$ cat src/rtl/core/cstl_pkg.sv
// shared types, token codes and character helpers for the c subset token lexer
package cstl_pkg;

    typedef struct packed {
        logic [7:0] source_char;
        logic       end_of_source;
    } in_word_t;

    typedef struct packed {
        logic [3:0]  token_kind;
        logic [15:0] start_pos;
        logic [15:0] token_length;
        logic        run_last;
    } out_word_t;

    localparam logic [3:0] KIND_LBRACE = 4'd0;
    localparam logic [3:0] KIND_RBRACE = 4'd1;
    localparam logic [3:0] KIND_LPAREN = 4'd2;
    localparam logic [3:0] KIND_RPAREN = 4'd3;
    localparam logic [3:0] KIND_SEMI   = 4'd4;
    localparam logic [3:0] KIND_INT    = 4'd5;
    localparam logic [3:0] KIND_VOID   = 4'd6;
    localparam logic [3:0] KIND_RETURN = 4'd7;
    localparam logic [3:0] KIND_CONST  = 4'd8;
    localparam logic [3:0] KIND_IDENT  = 4'd9;
    localparam logic [3:0] KIND_END    = 4'd10;
    localparam logic [3:0] KIND_BAD    = 4'd11;
    localparam logic [3:0] KIND_OPEN   = 4'd12;

    localparam logic [7:0] CH_SPACE  = 8'h20;
    localparam logic [7:0] CH_TAB    = 8'h09;
    localparam logic [7:0] CH_NL     = 8'h0A;
    localparam logic [7:0] CH_LBRACE = 8'h7B;
    localparam logic [7:0] CH_RBRACE = 8'h7D;
    localparam logic [7:0] CH_LPAREN = 8'h28;
    localparam logic [7:0] CH_RPAREN = 8'h29;
    localparam logic [7:0] CH_SEMI   = 8'h3B;
    localparam logic [7:0] CH_SLASH  = 8'h2F;
    localparam logic [7:0] CH_STAR   = 8'h2A;
    localparam logic [7:0] CH_UNDER  = 8'h5F;

    localparam int NUM_KW = 3;
    localparam logic [2:0] KW_ALL = 3'b111;
    localparam logic [2:0] KW_LEN_INT    = 3'd3;
    localparam logic [2:0] KW_LEN_VOID   = 3'd4;
    localparam logic [2:0] KW_LEN_RETURN = 3'd6;

    localparam int FIFO_DEPTH = 8;
    localparam int FIFO_AW    = $clog2(FIFO_DEPTH);
    localparam int MAX_RES    = 3;

    function automatic logic is_digit(input logic [7:0] c);
        return (c >= 8'h30) && (c <= 8'h39);
    endfunction

    function automatic logic is_alpha(input logic [7:0] c);
        return ((c >= 8'h61) && (c <= 8'h7A)) || ((c >= 8'h41) && (c <= 8'h5A))
            || (c == CH_UNDER);
    endfunction

    function automatic logic [2:0] kw_len(input logic [1:0] k);
        logic [2:0] r;
        case (k)
            2'd0:    r = KW_LEN_INT;
            2'd1:    r = KW_LEN_VOID;
            default: r = KW_LEN_RETURN;
        endcase
        return r;
    endfunction

    // keyword text, one byte per position
    function automatic logic [7:0] kw_char(input logic [1:0] k, input logic [2:0] i);
        logic [7:0] r;
        r = 8'h00;
        case (k)
            2'd0: begin
                case (i)
                    3'd0:    r = 8'h69; // i
                    3'd1:    r = 8'h6E; // n
                    3'd2:    r = 8'h74; // t
                    default: r = 8'h00;
                endcase
            end
            2'd1: begin
                case (i)
                    3'd0:    r = 8'h76; // v
                    3'd1:    r = 8'h6F; // o
                    3'd2:    r = 8'h69; // i
                    3'd3:    r = 8'h64; // d
                    default: r = 8'h00;
                endcase
            end
            default: begin
                case (i)
                    3'd0:    r = 8'h72; // r
                    3'd1:    r = 8'h65; // e
                    3'd2:    r = 8'h74; // t
                    3'd3:    r = 8'h75; // u
                    3'd4:    r = 8'h72; // r
                    3'd5:    r = 8'h6E; // n
                    default: r = 8'h00;
                endcase
            end
        endcase
        return r;
    endfunction

endpackage

$ cat src/rtl/core/c_subset_token_lexer_top.sv
// streaming lexer for a small c subset: mode register plus result queue
//
// input channel (in_valid/in_ready/in_data) takes one source character per
// word, with end_of_source on the final one. output channel
// (out_valid/out_ready/out_data) gives token words: kind, start offset,
// length and run_last on the last word caused by a character.
// a character is lexed in the cycle it is accepted; its zero to three
// result words are written to an 8-entry queue at that edge and are read
// in order from the head of the queue on out_data. one character per
// cycle is taken while the queue has room for three words, and one word
// leaves per cycle while out_ready is high, so sustained rate is one
// character per cycle unless tokens come faster than one per cycle. a
// stalled receiver fills the queue and then drops in_ready; nothing is
// lost. reset empties the queue and returns the lexer to idle at offset
// zero; the end word of a source does the same for the lexer state.
module c_subset_token_lexer_top #(
    parameter int POS_WIDTH = 16
) (
    input  logic                clk,
    input  logic                rst_n,
    input  logic                in_valid,
    output logic                in_ready,
    input  cstl_pkg::in_word_t  in_data,
    output logic                out_valid,
    input  logic                out_ready,
    output cstl_pkg::out_word_t out_data
);

    typedef enum logic [2:0] {
        MODE_IDLE,
        MODE_SLASH,
        MODE_LINE,
        MODE_BLOCK,
        MODE_STAR,
        MODE_NUM,
        MODE_WORD,
        MODE_ERR
    } mode_t;

    typedef logic [POS_WIDTH-1:0] pos_t;

    mode_t      mode_reg, mode_next;
    pos_t       pos_reg, pos_next;
    pos_t       start_reg, start_next;
    pos_t       len_reg, len_next;
    logic [2:0] cand_reg, cand_next;

    logic [cstl_pkg::FIFO_AW-1:0] wr_reg, wr_next;
    logic [cstl_pkg::FIFO_AW-1:0] rd_reg, rd_next;
    logic [cstl_pkg::FIFO_AW:0]   cnt_reg, cnt_next;

    cstl_pkg::out_word_t mem [cstl_pkg::FIFO_DEPTH];
    cstl_pkg::out_word_t res [cstl_pkg::MAX_RES];
    logic [1:0]          res_cnt;

    logic in_fire, out_fire;

    function automatic pos_t sat_inc(input pos_t v);
        return (&v) ? v : v + POS_WIDTH'(1);
    endfunction

    function automatic logic [15:0] cap16(input pos_t v);
        logic [32:0] wide;
        wide = 33'(v);
        return (|wide[32:16]) ? 16'hFFFF : wide[15:0];
    endfunction

    assign in_ready  = cnt_reg <= (cstl_pkg::FIFO_AW + 1)'(cstl_pkg::FIFO_DEPTH
                                   - cstl_pkg::MAX_RES);
    assign in_fire   = in_valid && in_ready;
    assign out_valid = cnt_reg != '0;
    assign out_fire  = out_valid && out_ready;
    assign out_data  = mem[rd_reg];

    always_comb
    begin
        logic [7:0] c;
        logic       last;
        logic       again;
        pos_t       p;
        logic [3:0] kind;

        c          = in_data.source_char;
        last       = in_data.end_of_source;
        again      = 1'b0;
        p          = pos_reg;
        kind       = cstl_pkg::KIND_IDENT;
        mode_next  = mode_reg;
        pos_next   = pos_reg;
        start_next = start_reg;
        len_next   = len_reg;
        cand_next  = cand_reg;
        res_cnt    = 2'd0;
        for (int j = 0; j < cstl_pkg::MAX_RES; j++)
        begin
            res[j] = '0;
        end

        if (in_fire)
        begin
            pos_next = sat_inc(pos_reg);

            unique case (mode_reg)
                MODE_IDLE:
                begin
                    again = 1'b1;
                end
                MODE_WORD:
                begin
                    if (cstl_pkg::is_alpha(c) || cstl_pkg::is_digit(c))
                    begin
                        for (int k = 0; k < cstl_pkg::NUM_KW; k++)
                        begin
                            if (len_next >= pos_t'(cstl_pkg::kw_len(2'(k)))
                                || cstl_pkg::kw_char(2'(k), len_next[2:0]) != c)
                            begin
                                cand_next[k] = 1'b0;
                            end
                        end
                        len_next = sat_inc(len_next);
                    end
                    else
                    begin
                        kind = cstl_pkg::KIND_IDENT;
                        for (int k = 0; k < cstl_pkg::NUM_KW; k++)
                        begin
                            if (cand_next[k]
                                && len_next == pos_t'(cstl_pkg::kw_len(2'(k))))
                            begin
                                kind = cstl_pkg::KIND_INT + 4'(k);
                            end
                        end
                        res[res_cnt] = '{kind, cap16(start_next), cap16(len_next), 1'b0};
                        res_cnt      = res_cnt + 2'd1;
                        mode_next    = MODE_IDLE;
                        again        = 1'b1;
                    end
                end
                MODE_NUM:
                begin
                    if (cstl_pkg::is_digit(c))
                    begin
                        len_next = sat_inc(len_next);
                    end
                    else if (cstl_pkg::is_alpha(c))
                    begin
                        res[res_cnt] = '{cstl_pkg::KIND_BAD, cap16(start_next),
                                         cap16(sat_inc(len_next)), 1'b0};
                        res_cnt      = res_cnt + 2'd1;
                        mode_next    = MODE_ERR;
                    end
                    else
                    begin
                        res[res_cnt] = '{cstl_pkg::KIND_CONST, cap16(start_next),
                                         cap16(len_next), 1'b0};
                        res_cnt      = res_cnt + 2'd1;
                        mode_next    = MODE_IDLE;
                        again        = 1'b1;
                    end
                end
                MODE_SLASH:
                begin
                    if (c == cstl_pkg::CH_SLASH)
                    begin
                        mode_next = MODE_LINE;
                    end
                    else if (c == cstl_pkg::CH_STAR)
                    begin
                        len_next  = POS_WIDTH'(2);
                        mode_next = MODE_BLOCK;
                    end
                    else
                    begin
                        res[res_cnt] = '{cstl_pkg::KIND_BAD, cap16(start_next), 16'd1, 1'b0};
                        res_cnt      = res_cnt + 2'd1;
                        mode_next    = MODE_ERR;
                    end
                end
                MODE_LINE:
                begin
                    if (c == cstl_pkg::CH_NL)
                    begin
                        mode_next = MODE_IDLE;
                    end
                end
                MODE_BLOCK:
                begin
                    len_next = sat_inc(len_next);
                    if (c == cstl_pkg::CH_STAR)
                    begin
                        mode_next = MODE_STAR;
                    end
                end
                MODE_STAR:
                begin
                    len_next = sat_inc(len_next);
                    if (c == cstl_pkg::CH_SLASH)
                    begin
                        mode_next = MODE_IDLE;
                    end
                    else if (c != cstl_pkg::CH_STAR)
                    begin
                        mode_next = MODE_BLOCK;
                    end
                end
                MODE_ERR:
                begin
                    mode_next = MODE_ERR;
                end
                default:
                begin
                    mode_next = mode_reg;
                end
            endcase

            // character seen between tokens
            if (again)
            begin
                case (c)
                    cstl_pkg::CH_SPACE, cstl_pkg::CH_TAB, cstl_pkg::CH_NL:
                    begin
                        mode_next = MODE_IDLE;
                    end
                    cstl_pkg::CH_LBRACE:
                    begin
                        res[res_cnt] = '{cstl_pkg::KIND_LBRACE, cap16(p), 16'd1, 1'b0};
                        res_cnt      = res_cnt + 2'd1;
                    end
                    cstl_pkg::CH_RBRACE:
                    begin
                        res[res_cnt] = '{cstl_pkg::KIND_RBRACE, cap16(p), 16'd1, 1'b0};
                        res_cnt      = res_cnt + 2'd1;
                    end
                    cstl_pkg::CH_LPAREN:
                    begin
                        res[res_cnt] = '{cstl_pkg::KIND_LPAREN, cap16(p), 16'd1, 1'b0};
                        res_cnt      = res_cnt + 2'd1;
                    end
                    cstl_pkg::CH_RPAREN:
                    begin
                        res[res_cnt] = '{cstl_pkg::KIND_RPAREN, cap16(p), 16'd1, 1'b0};
                        res_cnt      = res_cnt + 2'd1;
                    end
                    cstl_pkg::CH_SEMI:
                    begin
                        res[res_cnt] = '{cstl_pkg::KIND_SEMI, cap16(p), 16'd1, 1'b0};
                        res_cnt      = res_cnt + 2'd1;
                    end
                    cstl_pkg::CH_SLASH:
                    begin
                        start_next = p;
                        len_next   = POS_WIDTH'(1);
                        mode_next  = MODE_SLASH;
                    end
                    default:
                    begin
                        start_next = p;
                        if (cstl_pkg::is_digit(c))
                        begin
                            len_next  = POS_WIDTH'(1);
                            mode_next = MODE_NUM;
                        end
                        else if (cstl_pkg::is_alpha(c))
                        begin
                            cand_next = cstl_pkg::KW_ALL;
                            for (int k = 0; k < cstl_pkg::NUM_KW; k++)
                            begin
                                if (cstl_pkg::kw_char(2'(k), 3'd0) != c)
                                begin
                                    cand_next[k] = 1'b0;
                                end
                            end
                            len_next  = POS_WIDTH'(1);
                            mode_next = MODE_WORD;
                        end
                        else
                        begin
                            res[res_cnt] = '{cstl_pkg::KIND_BAD, cap16(p), 16'd1, 1'b0};
                            res_cnt      = res_cnt + 2'd1;
                            mode_next    = MODE_ERR;
                        end
                    end
                endcase
            end

            // close out the source
            if (last)
            begin
                unique case (mode_next)
                    MODE_WORD:
                    begin
                        kind = cstl_pkg::KIND_IDENT;
                        for (int k = 0; k < cstl_pkg::NUM_KW; k++)
                        begin
                            if (cand_next[k]
                                && len_next == pos_t'(cstl_pkg::kw_len(2'(k))))
                            begin
                                kind = cstl_pkg::KIND_INT + 4'(k);
                            end
                        end
                        res[res_cnt] = '{kind, cap16(start_next), cap16(len_next), 1'b0};
                        res_cnt      = res_cnt + 2'd1;
                    end
                    MODE_NUM:
                    begin
                        res[res_cnt] = '{cstl_pkg::KIND_CONST, cap16(start_next),
                                         cap16(len_next), 1'b0};
                        res_cnt      = res_cnt + 2'd1;
                    end
                    MODE_SLASH:
                    begin
                        res[res_cnt] = '{cstl_pkg::KIND_BAD, cap16(start_next), 16'd1, 1'b0};
                        res_cnt      = res_cnt + 2'd1;
                    end
                    MODE_BLOCK, MODE_STAR:
                    begin
                        res[res_cnt] = '{cstl_pkg::KIND_OPEN, cap16(start_next),
                                         cap16(len_next), 1'b0};
                        res_cnt      = res_cnt + 2'd1;
                    end
                    default:
                    begin
                        kind = cstl_pkg::KIND_IDENT;
                    end
                endcase
                res[res_cnt] = '{cstl_pkg::KIND_END, cap16(sat_inc(p)), 16'd0, 1'b0};
                res_cnt      = res_cnt + 2'd1;
                mode_next    = MODE_IDLE;
                pos_next     = '0;
                start_next   = '0;
                len_next     = '0;
                cand_next    = cstl_pkg::KW_ALL;
            end

            if (res_cnt != 2'd0)
            begin
                res[res_cnt - 2'd1].run_last = 1'b1;
            end
        end
    end

    always_comb
    begin
        wr_next  = wr_reg + cstl_pkg::FIFO_AW'(res_cnt);
        rd_next  = out_fire ? rd_reg + cstl_pkg::FIFO_AW'(1) : rd_reg;
        cnt_next = cnt_reg + (cstl_pkg::FIFO_AW + 1)'(res_cnt)
                 - (cstl_pkg::FIFO_AW + 1)'(out_fire);
    end

    always_ff @(posedge clk or negedge rst_n)
    begin
        if (!rst_n)
        begin
            mode_reg  <= MODE_IDLE;
            pos_reg   <= '0;
            start_reg <= '0;
            len_reg   <= '0;
            cand_reg  <= cstl_pkg::KW_ALL;
            wr_reg    <= '0;
            rd_reg    <= '0;
            cnt_reg   <= '0;
        end
        else
        begin
            mode_reg  <= mode_next;
            pos_reg   <= pos_next;
            start_reg <= start_next;
            len_reg   <= len_next;
            cand_reg  <= cand_next;
            wr_reg    <= wr_next;
            rd_reg    <= rd_next;
            cnt_reg   <= cnt_next;
        end
    end

    // result queue storage
    always_ff @(posedge clk)
    begin
        for (int j = 0; j < cstl_pkg::MAX_RES; j++)
        begin
            if (2'(j) < res_cnt)
            begin
                mem[wr_reg + cstl_pkg::FIFO_AW'(j)] <= res[j];
            end
        end
    end

endmodule
$ cat config.mk
export PLATFORM = sky130hd
export DESIGN_NAME = c_subset_token_lexer_top
export DESIGN_NICKNAME = d
export VERILOG_FILES = /design/src/rtl/core/cstl_pkg.sv /design/src/rtl/core/c_subset_token_lexer_top.sv
export SDC_FILE = /design/constraint.sdc
export NUM_CORES = 1
export LEC_CHECK = 0
export BUFFER_PORTS_ARGS = -buffer_cell sky130_fd_sc_hd__buf_2
export CAP_MARGIN = 20
export CORE_UTILIZATION = 56
export DETAILED_ROUTE_END_ITERATION = 16
export HOLD_SLACK_MARGIN = 0.03
export PLACE_DENSITY = 0.76
export SLEW_MARGIN = 5
export SYNTH_ARGS = -nofsm -noshare
export SYNTH_HDL_FRONTEND = slang
export SYNTH_SLANG_ARGS = --single-unit
$ cat constraint.sdc
create_clock -name clk -period 13.1 [get_ports clk]
set_input_delay 2.62 -clock clk [delete_from_list [all_inputs] [get_ports clk]]
set_output_delay 2.62 -clock clk [all_outputs]
set_load 0.01 [all_outputs]
; Yosys cells after proc, flatten, opt, wreduce, memory -nomap -nowiden
; Memories as Yosys holds them, arrays and structs flattened.
; Cells that the tools add are included.
[totals]
regBits = 64
mem_bits_rw = 296
out_inout_bits = 39
n_memories = 1
[mem_list]
columns = name, depth, width, rd, rd_clocked_by_memory_dff, write_ports, line
row1 = mem, 8, 37, 1, 0, 3, c_subset_token_lexer_top.sv:52  ; cstl_pkg::out_word_t mem [cstl_pkg::FIFO_DEPTH];
[classes]
n_addsub = 12
magnitude_cmp = 21
eq_ne = 41
n_mux = 178
bitwise = 4
n_reduce_logical = 36
[ops]
columns = op, n
row1 = bitwise mux 111 bit, 12
row2 = two-way mux 111 bit, 10
row3 = one-hot mux 111 bit (6 select lines), 1
row4 = one-hot mux 111 bit (4 select lines), 1
row5 = demux 37 bit (select 2 bit), 4
row6 = two-way mux 37 bit, 8
row7 = two-way mux 16 bit, 16
row8 = two-way mux 8 bit, 24
row9 = two-way mux 3 bit, 47
row10 = one-hot mux 37 bit (3 select lines), 1
row11 = equality test 16 x 3 -> 1 bit, 6
row12 = one-hot mux 16 bit (4 select lines), 1
row13 = "equality test 8 x 6 -> 1 bit, second input constant", 6
row14 = >= comparator 16 x 3 -> 1 bit, 3
row15 = != test 8 bit, 6
row16 = two-way mux 4 bit, 9
row17 = two-way mux 35 bit, 1
row18 = one-hot mux 7 bit (5 select lines), 1
row19 = "adder 16 x 1 -> 16 bit, second input constant", 2
row20 = one-hot mux 16 bit (2 select lines), 1
row21 = AND reduction 16 bit, 2
row22 = one-hot mux 7 bit (4 select lines), 1
row23 = "equality test 3 bit, second input constant", 9
row24 = "equality test 8 x 7 -> 1 bit, second input constant", 3
row25 = other kinds (39), 117

; Depth between registers and ports, before layout
; Gate-level depths: netlist of run 1.
[depth]
word_depth = 35
depth_mapped = 27
depth_no_buf = 24

; Worst setup path before layout of run 1
; Ideal clock, no wire load.
[synth_timing]
kind = in2reg
from = in in_data[5] (netlist name)
to = mem mem[0][0] (netlist name) (enable)
setup_ns = 0.483
t_arrival_ns = 9.644
t_required_ns = 12.617
setup_slack_ns = 2.973
cell_stages = 23
cell_sequence = or4b_1 -> clkbuf_1 -> o41a_1 -> a31oi_1 -> nand2_1 -> clkbuf_1 -> ha_1 -> mux2_2 -> nor3_1 -> o21ai_1 -> nand2_1 -> inv_1 -> ha_1 -> nand2_1 -> o21ai_0 -> ha_1 -> nand2_1 -> o31a_1 -> and2_1 -> nand2b_1 -> o21ai_0 -> nand2b_1 -> o21ai_0
[synth_rtl]
columns = item, line
row1 = "start, declared", c_subset_token_lexer_top.sv:23  ; input cstl_pkg::in_word_t in_data,
row2 = "end, declared", c_subset_token_lexer_top.sv:52

==> impl_metrics.env, run 1 <==
export IMPL_outcome="finished clean"
export IMPL_leakage_nw=8.05
export IMPL_synthFlopType="edfxtp_1"
export IMPL_dp_hpwl_um=53700
export IMPL_crit_path_end_kind="flip-flop"
export IMPL_grt_setup_unrepaired="no"
export IMPL_drv_cap=0
export IMPL_clockBufferDepth=3
export IMPL_finalSetupViolCount=0
export IMPL_grt_pass1_wl_um=123000
export IMPL_finalCritPeriodShare=0.764
export IMPL_irDropWorstVdd_v=0.000191
export IMPL_slew_headroom=0.168
export IMPL_route_detailed_drc=0
export IMPL_first_pass_iters=7
export IMPL_gp_congestion=0.981
export IMPL_hold_violations=0
export IMPL_yosysWarnings=0
export IMPL_ys_seq_elements=360
export IMPL_synthesis_area_um2=23200
export IMPL_min_period_ns=10.01
export IMPL_drive_gt1_frac=0.147
export IMPL_tightestPinTransition_ns=1.25
export IMPL_die_area_um2=42200
export IMPL_final_common_cell="edfxtp_1"
export IMPL_grt_pass1_vias=19900
export IMPL_ctsHoldBuffers=0
export IMPL_cp_data_arrival_time_ns=10.25
export IMPL_syn_num_nets=2276
export IMPL_start_util=0.568
export IMPL_cts_tree="done"
export IMPL_cts_setup_buffers=0
export IMPL_cts_htree_levels=2
export IMPL_path_delay_family="simple AND/OR/NAND/NOR gates"
export IMPL_grtUsageTotal=0.387
export IMPL_regArea_um2=10500
export IMPL_numCtsBuffers=37
export IMPL_power_per_cell_area_nw_per_um2=245
export IMPL_cts_resized=0
export IMPL_slew_viol_final=0
export IMPL_grt_max_degree=77
export IMPL_cts_sinks=360
export IMPL_grt_overflow_total=0
export IMPL_synth_cell_types=97
export IMPL_multi_input_area_um2=11800
export IMPL_top_register="mem"
export IMPL_drtIter0Drc=3356
export IMPL_cts_root_buffer="clkbuf_16"
export IMPL_synthArstFlopShare=0.178
export IMPL_die_y_um=205
export IMPL_path_clk_slew_ns=0.06
export IMPL_fp_dieW_um=205
export IMPL_cp_start_kind="primary input"
export IMPL_worst_path_max_fanout=24
export IMPL_wl_per_cell_um=30.0
export IMPL_numPortBuffers=51
export IMPL_clk_latency_ns=0.56
export IMPL_crit_path_frequent_cell="nand2_1"
export IMPL_rows=74
export IMPL_hold_class="reg -> reg"
export IMPL_totalPowerFinal_mw=6.13
export IMPL_fillers=3241
export IMPL_synth_edf_count=296
export IMPL_ys_top_cells_by_area="edfxtp_1 38%, mux4_2 7.2%, dfrtp_1 6.6%"
export IMPL_fin_nets=2223
export IMPL_area_growth_pct=7.90
export IMPL_required_ns=13.35
export IMPL_synth_top_area_frac=0.383
export IMPL_synth_top_area_cell="edfxtp_1"
export IMPL_vias_per_cell=7.75
export IMPL_coreArea_um2=40800
export IMPL_setup_tns_final_ns=0
export IMPL_path_cells="buf_2 -> nand4b_1 -> o2111a_1 -> o21ai_1 -> nand2_1 -> ha_1 -> mux2_2 -> nor3_1 -> o21ai_1 -> nand2_1 -> inv_1 -> ha_1 -> nand2_1 -> o21ai_0 -> ha_1 -> nand2_1 -> o31a_1 -> a211oi_1 -> buf_4 -> o211ai_1 -> mux2i_1 -> nand2b_1 -> buf_4 -> o221ai_1"
export IMPL_crit_slowest_cell="nand2_1"
export IMPL_fmax_mhz=99.9
export IMPL_fin_worst_skew_ns=0.0255
export IMPL_path_class="in -> reg"
export IMPL_yosysSeqAreaShare=0.453
export IMPL_cp_num_buf_inv=4
export IMPL_pin_count=52
export IMPL_syn_inst=2238
export IMPL_avgSynthCellArea_um2=10.4
export IMPL_final_cell_mix="296 x edfxtp_1, 278 x nand2_1, 144 x o221ai_1"
export IMPL_grt_antenna_before_repair=1
export IMPL_largest_reg_flops=296
export IMPL_totalWireLength_um=82400
export IMPL_diodes=0
export IMPL_via_count=21300
export IMPL_slowest_delay_ns=0.79
export IMPL_final_antenna_net_count=0
-- routing by layer --
metal  GRT usage  routed length [um]
met5      0.0179                  97
met4       0.153                3790
met3       0.103               12000
met2       0.583               36000
met1       0.528               30500
-- kinds of logic (layout without fill, tap and decap cells) --
logic type / count (synthesis) / after routing / share of synthesized area
compound gates: 783 / 783 / 0.238
fa+ha+maj: 25 / 25 / 0.0141
simple gates: 652 / 652 / 0.136
mux: 144 / 144 / 0.105
xor+xnor: 30 / 30 / 0.0120
flops: 360 / 360 / 0.453
buf+inv: 244 / 218 / 0.0432
-- area by class of cell --
cell class / instances / area share
multi-input combinational: 1634 / 0.473
sequential: 360 / 0.420
clock buffer: 53 / 0.0406
timing repair buffer: 108 / 0.0303
tap: 532 / 0.0266
inverter: 44 / 0.00660
clock inverter: 13 / 0.00330
-- cells in the mapped netlist, types with 48 or more instances --
master    number
edfxtp_1     296
nand2_1      279
o221ai_1     144
o22ai_1      139
clkbuf_1     131
o21ai_0      121
a21oi_1       98
nor2_1        83
mux4_2        74
nand3_1       63
dfrtp_1       61
nor3_1        48
-- path summary, 6_finish.rpt --
kind | from | depth (start not counted) | endpoint | slack (ns)
worst max-delay path | in_data[3] | 24 | mem[2][36]$_DFFE_PP_ | 3.09
worst min-delay path | start_reg[0]$_DFFE_PN0P_ | 2 | start_reg[0]$_DFFE_PN0P_ | 0.50
worst max register to register | mode_reg[0]$_DFFE_PN0P_ | 23 | mem[2][36]$_DFFE_PP_ | 5.05
worst min register to register | start_reg[0]$_DFFE_PN0P_ | 2 | start_reg[0]$_DFFE_PN0P_ | 0.50
max in group asynchronous | rst_n | 2 | rd_reg[0]$_DFFE_PN0P_ | 10.14
min in group asynchronous | rst_n | 2 | len_reg[10]$_DFFE_PN0P_ | 2.28
-- worst min-delay path: stages, from the launching register on --
cell,delay [ns]
dfrtp_1,0.36
nand2_1,0.05
o21ai_0,0.06
-- through the flow --
| step | utilization | std cells | area [um2] | setup WS (ns) | hold slack [ns] |
|---|---|---|---|---|---|
| 2_1_floorplan | - | 2238 | 23200 | 2.97 | 0.464 |
| 6_report | 0.613 | 2744 | 25000 | 3.09 | 0.501 |
| 3_5_place_dp | 0.584 | 2675 | 23900 | 2.67 | 0.488 |
| 3_3_place_gp | 0.583 | 2672 | 23800 | 2.77 | 0.486 |
| 5_1_grt | 0.613 | 2744 | 25000 | 2.90 | 0.538 |
| 4_1_cts | 0.611 | 2741 | 24900 | 3.22 | 0.501 |
-- report_power, final --
group / total [mW] / internal [mW] / switching [mW] / leakage, nW
Combinational: 3.31 / 1.12 / 2.19 / 3.93
Sequential: 1.82 / 1.62 / 0.197 / 3.60
Clock: 1.00 / 0.543 / 0.457 / 0.525
Total: 6.13 / 3.29 / 2.84 / 8.05
Note: power is estimated with default switching activity, not from simulation.
==> run 2, diff against run 1 <==
PLACE_DENSITY = 0.79   (was 0.76)
clock period = 9.08 ns   (was 13.1 ns; I/O delays follow)
==> run 2 against run 1 <==
Compared with the run above: wire length fell by 0.97%; sequential share of layout area fell by 0.40 points; design area rose by 0.96%; count of clock-buffer cells in the layout fell by 1; combinational power rose by 47%; first-iteration DRC count fell by 4.1%; clock skew fell by 0.0060 ns; highest routed layer is now met4.
==> impl_metrics.env, run 2 (synthesis gave the netlist of run 1 again) <==
export IMPL_finalSetupViolCount=0
export IMPL_fmax_mhz=124
export IMPL_coreArea_um2=40800
export IMPL_area_growth_pct=8.93
export IMPL_drv_cap=0
export IMPL_top_register="mem"
export IMPL_cp_start_kind="primary input"
export IMPL_power_per_cell_area_nw_per_um2=356
export IMPL_path_clk_slew_ns=0.06
export IMPL_cts_htree_levels=2
export IMPL_grt_setup_unrepaired="no"
export IMPL_crit_path_end_kind="flip-flop"
export IMPL_path_class="in -> reg"
export IMPL_diodes=0
export IMPL_slew_viol_final=0
export IMPL_tightestPinTransition_ns=1.21
export IMPL_min_period_ns=8.05
export IMPL_drtIter0Drc=3217
export IMPL_irDropWorstVdd_v=0.000264
export IMPL_rows=74
export IMPL_leakage_nw=8.20
export IMPL_fin_nets=2243
export IMPL_hold_violations=0
export IMPL_wl_per_cell_um=29.5
export IMPL_worst_path_max_fanout=25
export IMPL_clockBufferDepth=3
export IMPL_cts_root_buffer="clkbuf_16"
export IMPL_largest_reg_flops=296
export IMPL_fin_worst_skew_ns=0.0195
export IMPL_ctsHoldBuffers=0
export IMPL_slew_headroom=0.190
export IMPL_grt_pass1_wl_um=122000
export IMPL_die_y_um=205
export IMPL_final_cell_mix="296 x edfxtp_1, 278 x nand2_1, 144 x o221ai_1"
export IMPL_gp_congestion=0.989
export IMPL_cts_sinks=360
export IMPL_fillers=3311
export IMPL_ff2ff_path_depth=22
export IMPL_via_count=21200
export IMPL_dp_hpwl_um=54100
export IMPL_cp_data_arrival_time_ns=8.29
export IMPL_setup_tns_final_ns=0
export IMPL_final_antenna_net_count=0
export IMPL_totalPowerFinal_mw=9.00
export IMPL_first_pass_iters=6
export IMPL_hold_depth=1
export IMPL_grt_max_degree=67
export IMPL_start_util=0.568
export IMPL_clk_latency_ns=0.58
export IMPL_route_detailed_drc=0
export IMPL_grtUsageTotal=0.385
export IMPL_finalCritPeriodShare=0.886
export IMPL_hold_class="reg -> reg"
export IMPL_drive_gt1_frac=0.159
export IMPL_grt_pass1_vias=20100
export IMPL_grt_overflow_total=0
export IMPL_r2r_setup_slack_ns=2.42
export IMPL_pin_count=52
export IMPL_cts_setup_buffers=0
export IMPL_cts_tree="done"
export IMPL_final_common_cell="edfxtp_1"
export IMPL_die_area_um2=42200
export IMPL_fp_dieW_um=205
export IMPL_numCtsBuffers=39
export IMPL_holdWs_ns=0.494
export IMPL_outcome="finished clean"
export IMPL_required_ns=9.33
export IMPL_grt_antenna_before_repair=0
export IMPL_numPortBuffers=51
export IMPL_vias_per_cell=7.68
export IMPL_totalWireLength_um=81600
export IMPL_cts_resized=0
run 2: path summary, 6_finish.rpt:
path	startpoint	end
setup / recovery	in_data[5]	mem[1][25]$_DFFE_PP_
setup reg to reg	mode_reg[0]$_DFFE_PN0P_	mem[1][25]$_DFFE_PP_
hold / removal	rd_reg[2]$_DFFE_PN0P_	rd_reg[2]$_DFFE_PN0P_
hold reg to reg	rd_reg[2]$_DFFE_PN0P_	rd_reg[2]$_DFFE_PN0P_
min in group asynchronous	rst_n	len_reg[6]$_DFFE_PN0P_
max in group asynchronous	rst_n	rd_reg[0]$_DFFE_PN0P_
run 2: report_power, final:
| part | total, mW | leakage, nW | switching (mW) | internal, mW |
|---|---|---|---|---|
| clock network | 1.53 | 0.592 | 0.684 | 0.851 |
| logic | 4.85 | 4.01 | 3.19 | 1.66 |
| registers | 2.61 | 3.60 | 0.274 | 2.34 |
run 2: metrics by stage:
step | setup WS (ns) | utilization | std cells | area [um2]
final | 1.03 | 0.619 | 2767 | 25300
after CTS | 1.19 | 0.617 | 2763 | 25200
after detailed placement | 0.642 | 0.588 | 2692 | 24000
after floorplan | -0.243 | - | 2238 | 23200
after global placement | 0.714 | 0.588 | 2692 | 24000
after global routing | 0.801 | 0.619 | 2767 | 25300
run 2: final cells by class:
type / instances / area [um2] / share of cell area
clock buffers: 52 / 1060 / 0.0418
clock inverters: 19 / 138 / 0.00545
inverters: 44 / 165 / 0.00654
multi-input cells: 1634 / 11800 / 0.469
flip-flops and latches: 360 / 10500 / 0.416
well taps: 532 / 666 / 0.0264
repair buffers: 126 / 896 / 0.0355
run 2: routing by layer:
layer | GRT usage | vias to the layer above | wire (um)
li1 | - | 8903 | -
met1 | 0.519 | 10200 | 30200
met2 | 0.584 | 1824 | 36200
met3 | 0.104 | 315 | 11600
met4 | 0.164 | 0 | 3620
met5 | 0 | - | 0
run 2: worst max-delay path: stages:
cell and delay (ns):
buf_2 0.21, or4b_1 0.69, o41a_1 0.49, a31oi_1 0.30, nand2_1 0.13, ha_1 0.34, mux2_2 0.26, nor3_1 0.35
o21ai_1 0.31, nand2_1 0.17, inv_1 0.06, ha_1 0.27, nand2_1 0.06, o21ai_0 0.15, ha_1 0.32, nand2_1 0.05
o31a_1 0.17, and2_1 0.17, nand2b_1 0.19, o21ai_0 0.21, nand2_1 0.32, o21ai_4 0.84, buf_4 0.38
